## src/rtl/head_angle_to_servo_pulse_assert.svh

```systemverilog
// Assertion macros for the head angle to servo pulse block.
// Expects clk and arst_n in the scope of the module that uses them.
`ifndef HEAD_ANGLE_TO_SERVO_PULSE_ASSERT_SVH
`define HEAD_ANGLE_TO_SERVO_PULSE_ASSERT_SVH

// cons must hold in the same cycle as ante
`define HATSP_ASSERT_SAME(label, ante, cons, msg) \
	label: assert property (@(posedge clk) disable iff (!arst_n) (ante) |-> (cons)) \
		else $error(msg);

// cons must hold in the cycle after ante
`define HATSP_ASSERT_NEXT(label, ante, cons, msg) \
	label: assert property (@(posedge clk) disable iff (!arst_n) (ante) |=> (cons)) \
		else $error(msg);

`endif

```

## src/rtl/hatsp_pkg.sv

```systemverilog
// Constants and types for the head angle to servo pulse block.
// No dependencies.
package hatsp_pkg;

	localparam int FILTER_FRAC_BITS = 8;
	localparam int PULSE_BITS       = 12;

	localparam int AXES  = 3;
	localparam int ANG_W = 14;
	localparam int OFF_W = ANG_W + 1;
	localparam int FILT_W = OFF_W + FILTER_FRAC_BITS + 1;

	// filter weights are in 1/256 units
	localparam int BETA_W     = 9;
	localparam int BETA_SHIFT = 8;
	localparam int BETA_ONE   = 1 << BETA_SHIFT;
	localparam int GAIN_W     = 12;

	// shared multiplier
	localparam int MA_W   = FILT_W + 1;
	localparam int MB_W   = GAIN_W + 1;
	localparam int PROD_W = MA_W + MB_W;
	localparam int PULSE_SHIFT = BETA_SHIFT + FILTER_FRAC_BITS;
	localparam int P_W    = PROD_W - PULSE_SHIFT + 2;

	// angles in 1/16 degree
	localparam int WRAP_SPAN  = 5760;
	localparam int WRAP_HALF  = 2880;
	localparam int WRAP_W     = OFF_W + 1;
	localparam int NINETY_DEG = 1440;
	localparam int FILT_RESET = NINETY_DEG << FILTER_FRAC_BITS;

	localparam int IN_TDATA_W  = ((AXES * ANG_W + 7) / 8) * 8;
	localparam int OUT_TDATA_W = ((AXES * PULSE_BITS + 7) / 8) * 8;

	localparam int CFG_IDX_W  = 3;
	localparam int CFG_DATA_W = 12;

	typedef enum logic [CFG_IDX_W-1:0] {
		REG_TR_BETA,
		REG_PAN_BETA,
		REG_GAIN,
		REG_REVERSE,
		REG_CENTER,
		REG_PMIN,
		REG_PMAX
	} cfg_reg_t;

	localparam logic [BETA_W-1:0]     RST_TR_BETA  = BETA_W'(192);
	localparam logic [BETA_W-1:0]     RST_PAN_BETA = BETA_W'(192);
	localparam logic [GAIN_W-1:0]     RST_GAIN     = GAIN_W'(272);
	localparam logic [AXES-1:0]       RST_REVERSE  = AXES'(7);
	localparam logic [PULSE_BITS-1:0] RST_CENTER   = PULSE_BITS'(2200);
	localparam logic [PULSE_BITS-1:0] RST_PMIN     = PULSE_BITS'(1200);
	localparam logic [PULSE_BITS-1:0] RST_PMAX     = PULSE_BITS'(3200);

	// weights above one are taken as one
	function automatic logic [BETA_W-1:0] beta_clip(input logic [BETA_W-1:0] b);
		return b[BETA_W-1] ? BETA_W'(BETA_ONE) : b;
	endfunction

endpackage

```

## src/rtl/head_angle_to_servo_pulse.sv

```systemverilog
// Top level of the head angle to servo pulse block: sequencer, filter state,
// shared multiplier and output register. Uses hatsp_pkg and the assert macros.
`include "head_angle_to_servo_pulse_assert.svh"

// Takes one pan/tilt/roll sample (1/16 degree) per item and, once tracking,
// returns three clamped servo pulses. The first sample after reset, or one with
// recenter set, becomes the centre; no result is given until a recenter has been
// seen. From accept to result an item passes through these steps: form offsets,
// wrap the pan offset, then per axis the new-sample term, old-value term and gain
// on the single shared multiplier followed by round/clamp, and last load the
// output register, held off for as long as an earlier result is still unread.
// s_tready is low while an item is being worked on and rises the cycle after the
// result is loaded; a sample taken before tracking starts gives no result and
// frees the input as soon as its centre capture step is done. A finished result
// waits in the output register while the next item is taken.
module head_angle_to_servo_pulse (
	input  logic                                    clk,
	input  logic                                    arst_n,
	input  logic                                    s_tvalid,
	output logic                                    s_tready,
	input  logic [hatsp_pkg::IN_TDATA_W-1:0]        s_tdata,  // pan_in, tilt_in, roll_in
	input  logic [0:0]                              s_tuser,  // recenter
	output logic                                    m_tvalid,
	input  logic                                    m_tready,
	output logic [hatsp_pkg::OUT_TDATA_W-1:0]       m_tdata,  // pan, tilt, roll pulse
	input  logic                                    cfg_we,
	input  logic [hatsp_pkg::CFG_IDX_W-1:0]         cfg_idx,
	input  logic [hatsp_pkg::CFG_DATA_W-1:0]        cfg_data
);
	import hatsp_pkg::*;

	typedef enum logic [2:0] {
		S_IDLE, S_CAP, S_WRAP, S_FA, S_FB, S_PM, S_PF, S_OUT
	} state_t;

	localparam logic [1:0] AX_LAST = 2'(AXES - 1);

	// configuration
	logic [BETA_W-1:0]     tr_beta_q, pan_beta_q;
	logic [GAIN_W-1:0]     gain_q;
	logic [AXES-1:0]       reverse_q;
	logic [PULSE_BITS-1:0] center_pulse_q, pulse_min_q, pulse_max_q;

	state_t                      state_q;
	logic [1:0]                  ax_q;
	logic                        pending_q, tracking_q, rec_q;
	logic signed [ANG_W-1:0]     ang_q  [AXES];
	logic signed [ANG_W-1:0]     cen_q  [AXES];
	logic signed [OFF_W-1:0]     off_q  [AXES];
	logic signed [FILT_W-1:0]    filt_q [AXES];
	logic [PULSE_BITS-1:0]       pulse_q[AXES];
	logic signed [WRAP_W-1:0]    wrap_q;
	logic signed [PROD_W-1:0]    acc_q, prod_q;
	logic                        m_tvalid_q;
	logic [OUT_TDATA_W-1:0]      m_tdata_q;

	always_ff @(posedge clk or negedge arst_n) begin
		if (!arst_n) begin
			tr_beta_q      <= RST_TR_BETA;
			pan_beta_q     <= RST_PAN_BETA;
			gain_q         <= RST_GAIN;
			reverse_q      <= RST_REVERSE;
			center_pulse_q <= RST_CENTER;
			pulse_min_q    <= RST_PMIN;
			pulse_max_q    <= RST_PMAX;
		end else if (cfg_we) begin
			unique case (cfg_idx)
				REG_TR_BETA:  tr_beta_q      <= cfg_data[BETA_W-1:0];
				REG_PAN_BETA: pan_beta_q     <= cfg_data[BETA_W-1:0];
				REG_GAIN:     gain_q         <= cfg_data[GAIN_W-1:0];
				REG_REVERSE:  reverse_q      <= cfg_data[AXES-1:0];
				REG_CENTER:   center_pulse_q <= cfg_data[PULSE_BITS-1:0];
				REG_PMIN:     pulse_min_q    <= cfg_data[PULSE_BITS-1:0];
				REG_PMAX:     pulse_max_q    <= cfg_data[PULSE_BITS-1:0];
				default: ;
			endcase
		end
	end

	// centre capture and offsets
	logic                     cap;
	logic signed [ANG_W-1:0]  cen_new [AXES];
	logic signed [OFF_W-1:0]  off_new [AXES];
	logic signed [WRAP_W-1:0] wrap_new;

	always_comb begin
		cap = rec_q | pending_q;
		for (int i = 0; i < AXES; i++) begin
			cen_new[i] = cap ? ang_q[i] : cen_q[i];
			off_new[i] = OFF_W'(ang_q[i]) - OFF_W'(cen_new[i]);
		end
		wrap_new = WRAP_W'(off_new[0]) + WRAP_W'(WRAP_HALF);
	end

	// shared multiplier
	logic [BETA_W-1:0]         beta_eff;
	logic signed [MA_W-1:0]    mul_a;
	logic signed [MB_W-1:0]    mul_b;
	logic signed [PROD_W-1:0]  mul_p;

	always_comb begin
		beta_eff = beta_clip((ax_q == 2'd0) ? pan_beta_q : tr_beta_q);
		mul_a = MA_W'(filt_q[ax_q]);
		mul_b = $signed(MB_W'(gain_q));
		unique case (state_q)
			S_FA: begin
				mul_a = MA_W'(off_q[ax_q]);
				mul_b = $signed(MB_W'(beta_eff));
			end
			S_FB: begin
				mul_b = $signed(MB_W'(BETA_W'(BETA_ONE) - beta_eff));
			end
			default: ;
		endcase
		mul_p = mul_a * mul_b;
	end

	// filter update: floor((acc + old term) / 256), rounding folded into acc
	logic signed [PROD_W-1:0] fb_sum;
	logic signed [FILT_W-1:0] filt_new;

	always_comb begin
		fb_sum   = acc_q + mul_p;
		filt_new = FILT_W'(fb_sum >>> BETA_SHIFT);
	end

	// pulse: truncate toward zero, sign, offset, clamp (lower limit first)
	logic signed [PROD_W-1:0]  tq;
	logic signed [P_W-1:0]     sc, sn, pv, pc, lo, hi;

	always_comb begin
		tq = prod_q + (prod_q[PROD_W-1] ? PROD_W'((1 << PULSE_SHIFT) - 1) : PROD_W'(0));
		sc = P_W'(tq >>> PULSE_SHIFT);
		sn = reverse_q[ax_q] ? -sc : sc;
		pv = sn + $signed(P_W'(center_pulse_q));
		lo = $signed(P_W'(pulse_min_q));
		hi = $signed(P_W'(pulse_max_q));
		pc = pv;
		if (pv < lo)
			pc = lo;
		if (pc > hi)
			pc = hi;
	end

	// output register loads once the previous result has left
	logic out_load;
	assign out_load = (state_q == S_OUT) && (!m_tvalid_q || m_tready);

	always_ff @(posedge clk or negedge arst_n) begin
		if (!arst_n) begin
			state_q    <= S_IDLE;
			ax_q       <= '0;
			pending_q  <= 1'b1;
			tracking_q <= 1'b0;
			rec_q      <= 1'b0;
			wrap_q     <= '0;
			acc_q      <= '0;
			prod_q     <= '0;
			m_tvalid_q <= 1'b0;
			m_tdata_q  <= '0;
			for (int i = 0; i < AXES; i++) begin
				ang_q[i]   <= '0;
				cen_q[i]   <= '0;
				off_q[i]   <= '0;
				filt_q[i]  <= FILT_W'(FILT_RESET);
				pulse_q[i] <= '0;
			end
		end else begin
			if (out_load)
				m_tvalid_q <= 1'b1;
			else if (m_tready)
				m_tvalid_q <= 1'b0;
			unique case (state_q)
				S_IDLE: begin
					if (s_tvalid) begin
						for (int i = 0; i < AXES; i++)
							ang_q[i] <= s_tdata[i*ANG_W +: ANG_W];
						rec_q   <= s_tuser[0];
						state_q <= S_CAP;
					end
				end
				S_CAP: begin
					for (int i = 0; i < AXES; i++) begin
						cen_q[i] <= cen_new[i];
						off_q[i] <= off_new[i];
					end
					pending_q <= 1'b0;
					wrap_q    <= wrap_new;
					if (tracking_q || rec_q) begin
						tracking_q <= 1'b1;
						state_q    <= S_WRAP;
					end else begin
						state_q <= S_IDLE;
					end
				end
				S_WRAP: begin
					// floor modulo by repeated add/subtract of one span
					if (wrap_q[WRAP_W-1]) begin
						wrap_q <= wrap_q + WRAP_W'(WRAP_SPAN);
					end else if (wrap_q >= $signed(WRAP_W'(WRAP_SPAN))) begin
						wrap_q <= wrap_q - WRAP_W'(WRAP_SPAN);
					end else begin
						off_q[0] <= OFF_W'(wrap_q - WRAP_W'(WRAP_HALF));
						ax_q     <= '0;
						state_q  <= S_FA;
					end
				end
				S_FA: begin
					acc_q   <= (mul_p <<< FILTER_FRAC_BITS) + PROD_W'(1 << (BETA_SHIFT - 1));
					state_q <= S_FB;
				end
				S_FB: begin
					filt_q[ax_q] <= filt_new;
					state_q      <= S_PM;
				end
				S_PM: begin
					prod_q  <= mul_p;
					state_q <= S_PF;
				end
				S_PF: begin
					pulse_q[ax_q] <= PULSE_BITS'(pc);
					if (ax_q == AX_LAST) begin
						state_q <= S_OUT;
					end else begin
						ax_q    <= ax_q + 2'd1;
						state_q <= S_FA;
					end
				end
				S_OUT: begin
					if (out_load) begin
						m_tdata_q  <= OUT_TDATA_W'({pulse_q[2], pulse_q[1], pulse_q[0]});
						state_q    <= S_IDLE;
					end
				end
				default: state_q <= S_IDLE;
			endcase
		end
	end

	assign s_tready = (state_q == S_IDLE);
	assign m_tvalid = m_tvalid_q;
	assign m_tdata  = m_tdata_q;

	`HATSP_ASSERT_SAME(a_no_result_untracked, m_tvalid_q, tracking_q,
		"result shown before tracking started")
	`HATSP_ASSERT_NEXT(a_recenter_tracks, (state_q == S_CAP) && rec_q,
		tracking_q && !pending_q && (state_q == S_WRAP), "recenter did not start tracking")
	`HATSP_ASSERT_SAME(a_pan_wrapped, (state_q == S_FA) && (ax_q == 2'd0),
		(off_q[0] >= -WRAP_HALF) && (off_q[0] < WRAP_HALF), "pan offset not wrapped")
	`HATSP_ASSERT_SAME(a_pulse_limits, m_tvalid_q && (pulse_min_q <= pulse_max_q),
		(m_tdata_q[PULSE_BITS-1:0] >= pulse_min_q) && (m_tdata_q[PULSE_BITS-1:0] <= pulse_max_q)
		&& (m_tdata_q[2*PULSE_BITS-1:PULSE_BITS] >= pulse_min_q)
		&& (m_tdata_q[2*PULSE_BITS-1:PULSE_BITS] <= pulse_max_q),
		"pulse outside limits")

endmodule
```

## config.mk

```make
export PLATFORM = sky130hd
export DESIGN_NAME = head_angle_to_servo_pulse
export DESIGN_NICKNAME = d
export VERILOG_FILES = /design/src/rtl/hatsp_pkg.sv /design/src/rtl/head_angle_to_servo_pulse.sv
export VERILOG_INCLUDE_DIRS = /design/src /design/src/rtl
export SDC_FILE = /design/constraint.sdc
export NUM_CORES = 2
export LEC_CHECK = 0
export BUFFER_PORTS_ARGS = -buffer_cell sky130_fd_sc_hd__buf_2
export CELL_PAD_IN_SITES_DETAIL_PLACEMENT = 0
export CELL_PAD_IN_SITES_GLOBAL_PLACEMENT = 1
export CORE_AREA = 2 2 258 260
export DETAILED_ROUTE_END_ITERATION = 10
export DIE_AREA = 0 0 260 262
export PLACE_DENSITY = 0.89
export SLEW_MARGIN = 5
export SYNTH_ARGS = -nofsm -noshare
export SYNTH_HDL_FRONTEND = slang
export SYNTH_SLANG_ARGS = --single-unit
```

## constraint.sdc

```tcl
create_clock -name clk -period 18.3 [get_ports clk]
set_clock_uncertainty 0.2 [all_clocks]
set_input_delay 2.745 -clock clk [delete_from_list [all_inputs] [get_ports clk]]
set_output_delay 2.745 -clock clk [all_outputs]
set_load 0.02 [all_outputs]
```

Word-level counts from Yosys, hierarchy flattened
Cells that the tools add are included.
- logic and storage cells: 145
- register bits: 437
- output and inout port bits: 42
- input port bits: 69
- equal/unequal tests: 20
- add/subtract/negate cells: 14
- mux-type cells: 44
- multiply operators: 1
- bitwise operators: 2
- reductions and logical operators: 25
- magnitude comparators: 6
- operators by type and width (cell ; number):
    $mux W24 ; 5
    $bwmux W72 ; 1
    $mux W15 ; 4
    $bmux W24 S2 ; 1
    $demux W24 S2 ; 1
    $mux W16 ; 3
    $sub A14 B14 Y15 ; 3
    $mux W14 ; 3
    $add A38 B17 Y38 ; 1
    $mul A25 B13 Y38 ; 1
    $bwmux W36 ; 1
    $add A32 B32 Y32 ; 1
    $add A32 B9 Y32 const B ; 1
    $pmux W16 S2 ; 1
    $bmux W15 S2 ; 1
    $pmux W15 S2 ; 1
    $pmux W13 S2 ; 1
    $mux W25 ; 1
    $add A24 B13 Y24 ; 1
    $demux W12 S2 ; 1
    $gt A24 B13 Y1 ; 1
    $lt A24 B13 Y1 ; 1
    $mux W12 ; 2
    $neg A22 Y24 ; 1
    other kinds (34) ; 74

Depth between registers and ports, before layout
- depth after elaboration: 10
- mapped depth: 52
- depth with buffers taken out: 48

Worst setup path before layout
OpenSTA, ideal clock, no wires.
- path type: register -> register
- from: register ax_q[0]
- to: register filt_q[23] in the netlist's numbering
- library setup time: 0.130 ns
- clock period less this slack: 11.186 ns
- cell stages (with the launch flop): 46
- path buffers: 5
- arrival: 10.855 ns
- setup slack: 7.114 ns
- cell sequence: dfrtp_1 > clkbuf_1 > clkbuf_1 > inv_1 > clkbuf_1 > clkbuf_1 > ha_1 > buf_1 > nand2b_1 > o21ai_0 > nor2_1 > nand2_1 > o22ai_1 > a221oi_1 > inv_1 > and2_1 > fa_1 > inv_1 > [... 10 more ...] > o21bai_1 > a2111oi_0 > nor2_1 > a21o_1 > a21oi_1 > xor2_1 > inv_1 > ha_1 > nand2_1 > nand2b_1 > a2111oi_0 > a21oi_1 > a21oi_1 > o21ba_2 > o21a_1 > o41ai_1 > xnor2_1 > o21ai_0
- word-level cells in the longest chain between the ends: 8
- elaborated cells on any way between the ends: 21
- ends and longest elaborated chain (element ; line ; RTL):
    start: declaration ; head_angle_to_servo_pulse.sv:45 ; logic [1:0] ax_q;
    start signal: assignment ; head_angle_to_servo_pulse.sv:225 ; ax_q <= ax_q + 2'd1;
    $logic_not A2 Y1 or $not A2 Y3 (tied branches) ; head_angle_to_servo_pulse.sv:102, head_angle_to_servo_pulse.sv:103, head_angle_to_servo_pulse.sv:107 ;
    $mux W9, or another cell as far along ; head_angle_to_servo_pulse.sv:102 ; beta_eff = beta_clip((ax_q == 2'd0) ? pan_beta_q : tr_beta_q);
    $mux W9, or another cell as far along ; hatsp_pkg.sv:59 ; return b[BETA_W-1] ? BETA_W'(BETA_ONE) : b;
    $sub A9 B9 Y10, or another cell as far along ; head_angle_to_servo_pulse.sv:111 ; mul_b = $signed(MB_W'(BETA_W'(BETA_ONE) - beta_eff));
    $pmux W13 S2 or $mux W25 (tied branches) ; head_angle_to_servo_pulse.sv:105 ; unique case (state_q)
    $mul A25 B13 Y38 * ; head_angle_to_servo_pulse.sv:115 ; mul_p = mul_a * mul_b;
    net mul_p[20] ; head_angle_to_servo_pulse.sv:99 ; logic signed [PROD_W-1:0] mul_p;
    $add A32 B32 Y32 * ; head_angle_to_servo_pulse.sv:123 ; fb_sum = acc_q + mul_p;
    $bwmux W72 * ; head_angle_to_servo_pulse.sv:213 ; filt_q[ax_q] <= filt_new;
    end signal: indexed assignment ; head_angle_to_servo_pulse.sv:165 ; filt_q[i] <= FILT_W'(FILT_RESET);
    end signal: indexed assignment ; head_angle_to_servo_pulse.sv:213 ;
    end: declaration ; head_angle_to_servo_pulse.sv:50 ; logic signed [FILT_W-1:0] filt_q [AXES];
The timed path passes the listed nets; every way through them passes the cells marked *. The select of a mux whose other input is x is not followed.
A chain may end at the register's enable or synchronous reset.

Worst setup path after layout
- from: register ax_q[0]
- to: register filt_q[47] in the netlist's numbering
Same word-level chain as after synthesis.

==> flow_summary.ini <==
[critical_path]
cpPeakStageDelay_ns = 1.03
path_class = reg2reg
reg2regPathDepth = 42
crit_required_ns = 18.54
crit_fanout = 25
crit_arrival_ns = 13.33
worstReg2RegEnd = filt_q[47]$_DFFE_PN0P_
cp_common_cell = inv_1
end_kind = flop
crit_slowest_cell = dfrtp_1
reg2reg_slack_ns = 5.21
cp-start-kind = flop
rr_startpoint = ax_q[0]$_DFFE_PN0P_

[timing]
finalSetupViolCount = 0
rsz0062_at_grt = no
timing.final.hold_violations = 0
fin_tns_setup_ns = 0
worstMarginPinSlew_ns = 1.15
final_max_slew_viol_count = 0
period_share_pct = 71.5
slew_headroom_pct = 22.6
fin_crit_ns = 13.09
fmax_mhz = 76.4

[global_routing]
use_met3_pct = 3.28
grt_max_degree = 164
grt_use_met1_pct = 35.1
overflow = 0
grt_pass1_wl_mm = 139
first_global_vias = 26400
met2_usage_pct = 42.6
grt_use_total_pct = 25.6
antenna_found_initial = 3
grt_busiest_layer = met2

[floorplanning]
die_h_um = 262
die_w_um = 260
start_util_pct = 53.7
io_pins = 111
core-area_sq_um = 65300
die_area_sq_um = 68100
fp-row-count = 94

[routing]
wl_per_cell_um = 18.1
drc_errors = 0
viasPerCell = 5.56
ant_nets = 0
first_pass_iters = 7
route.vias.total = 25800
drtIter0Drc = 1550
drt_wl_total_mm = 84.3

[clocking]
ctsHoldBuffers = 0
clockBufferDepth = 3
htreeDepth = 2
cts.clk_slew.worst_paths_ns = 0.06
clock-sinks = 430
cts_tree = built
post-cts-setup-buffers = 0
numCtsBuffers = 44
ctsRootBufferMaster = clkbuf_16
clock_latency_ns = 0.59
cts_resized = 0

[finish]
postLayoutCoreUtil_pct = 58.1
areaGrowthSynthToFinish_pct = 8.25
layout.nets = 4327
layout-drive-gt1-share_pct = 12.5
final_area_sq_um = 37900

[yosys]
synth.yosys.warnings = 0
syn_area_sq_um = 35000
avgSynthCellArea_sq_um = 9.46
seq_area_frac_synth_pct = 30.8
synth-edff-count = 0
synth_top_cell_by_area = dfrtp_1
synthTopCellsByArea = dfrtp_1, fa_1, ha_1
synth_top_cell_area_share_pct = 28.4
synth-seq-cells = 430
async_flop_share_pct = 100
synth_ff_type = dfrtp_1
ys_types = 95
syn_inst = 3704

[worst_hold_path]
hold_start = tracking_q$_DFFE_PN0P_
hold_path.class = reg2reg
hold-path-endpoint = tracking_q$_DFFE_PN0P_
min_path_cells = 1

[placement]
place.gp.congestion = 0.877
dp_hpwl_mm = 63.7
place_area_sq_um = 36400
port_buffers = 100

[run_status]
status = finished clean

[flow_run]
drv_cap = 0
metrics by stage:
step	hold WS (ns)	worst slack, ns	instances
floorplan	0.229	7.11	3731
global placement	0.239	5.35	4565
detailed placement	0.245	5.36	4565
CTS	0.259	5.28	4646
global route	0.290	4.43	4647
finish	0.257	5.21	4647
area by class of cell:
type | instances | area, sq um
Antenna cell | 1 | 2.50
Clock buffer | 64 | 1260
Clock inverter | 17 | 244
Fill cell | 5786 | 27400
Inverter | 391 | 1470
Multi-Input combinational cell | 2737 | 22200
Sequential cell | 430 | 10800
Tap cell | 864 | 1080
Timing Repair Buffer | 143 | 846
cells in the mapped netlist, types with 39 or more instances:
| cell | instances |
|---|---|
| inv_1 | 390 |
| nand3_1 | 39 |
| mux2i_1 | 79 |
| a21o_1 | 45 |
| o21ai_0 | 271 |
| clkbuf_1 | 148 |
| xor2_1 | 42 |
| and2_1 | 41 |
| fa_1 | 293 |
| o31ai_1 | 47 |
| xnor2_1 | 99 |
| a21oi_1 | 176 |
| mux2_2 | 165 |
| nor2_1 | 200 |
| nor2b_1 | 47 |
| nor3_1 | 40 |
| dfrtp_1 | 397 |
| ha_1 | 218 |
| nand2_1 | 574 |
layout by cell type (no fill, tap or decap), types with 13 or more instances in the layout:
cell type,synthesis,layout
a21oi_1,176,174
o31ai_1,47,47
nand4_1,17,17
nor3_1,40,40
nor2b_1,47,47
nand3_1,39,39
xor2_1,42,42
o21ai_1,12,20
clkbuf_16,0,44
nor2_1,200,198
mux2i_1,79,79
or3_1,13,13
o21ai_0,271,262
fa_1,293,293
and2_1,41,40
and3_1,23,23
mux4_2,14,14
xnor2_1,99,99
dfrtp_1,397,397
inv_1,390,390
nand2b_1,34,34
conb_1,2,29
ha_1,218,218
a21o_1,45,45
nand2_1,574,573
o211ai_1,15,15
buf_4,6,42
a31oi_1,14,14
mux2_2,165,165
dfstp_2,33,33
buf_2,5,99
worst max path at each step:
stage / from / to / slack (ns) / cells past startpoint
after floorplan: ax_q[0]$_DFFE_PN0P_ / filt_q[23]$_DFFE_PN0P_ / 7.11 / 45
after global placement: ax_q[0]$_DFFE_PN0P_ / filt_q[45]$_DFFE_PN0P_ / 5.35 / 42
after detailed placement: ax_q[0]$_DFFE_PN0P_ / filt_q[23]$_DFFE_PN0P_ / 5.36 / 41
after CTS: ax_q[0]$_DFFE_PN0P_ / filt_q[47]$_DFFE_PN0P_ / 5.28 / 42
after global routing: ax_q[0]$_DFFE_PN0P_ / filt_q[45]$_DFFE_PN0P_ / 4.43 / 42
final: ax_q[0]$_DFFE_PN0P_ / filt_q[47]$_DFFE_PN0P_ / 5.21 / 42
kinds of logic (layout without fill, tap and decap cells):
kind of cell / count (synthesis) / in the layout / synth area share (%)
simple gates: 1083 / 1083 / 13.9
compound gates: 713 / 713 / 12.4
buf+inv: 564 / 615 / 6.17
fa+ha+maj: 511 / 511 / 24.5
flops: 430 / 430 / 30.8
mux: 258 / 258 / 8.46
xor+xnor: 143 / 143 / 3.65
other cells: 2 / 30 / 0.0214
registers in the layout (all words and copies together) (netlist names), 2 cells and up:
name / count
acc_q: 25
ang_q: 42
ax_q: 2
cen_q: 42
center_pulse_q: 12
filt_q: 72
gain_q: 12
m_tdata: 36
off_q: 45
pan_beta_q: 9
prod_q: 38
pulse_max_q: 12
pulse_min_q: 12
pulse_q: 36
reverse_q: 3
state_q: 3
tr_beta_q: 9
wrap_q: 16
layer usage:
layer | part of all wire (%) | vias up | wire length, um
li1 | - | 12500 | -
met1 | 45 | 12700 | 38100
met4 | 2.7 | 0 | 2300
met3 | 4.4 | 130 | 3690
met2 | 48 | 541 | 40200
met5 | 0 | - | 0
worst max-delay path, delay by kind of cell (launching register included):
kind                     cells  cell delay (ns)
buffers and inverters        9             1.74
AO/OA/AOI/OAI               14             3.50
flip-flops                   1             1.03
adder cells (fa/ha/maj)     10             4.53
AND/OR/NAND/NOR              7             1.10
XOR/XNOR                     2             0.77
Power is left out: the tool's default activity adds up to more than one toggle a clock period on the data nets, which glitch-free logic cannot reach.
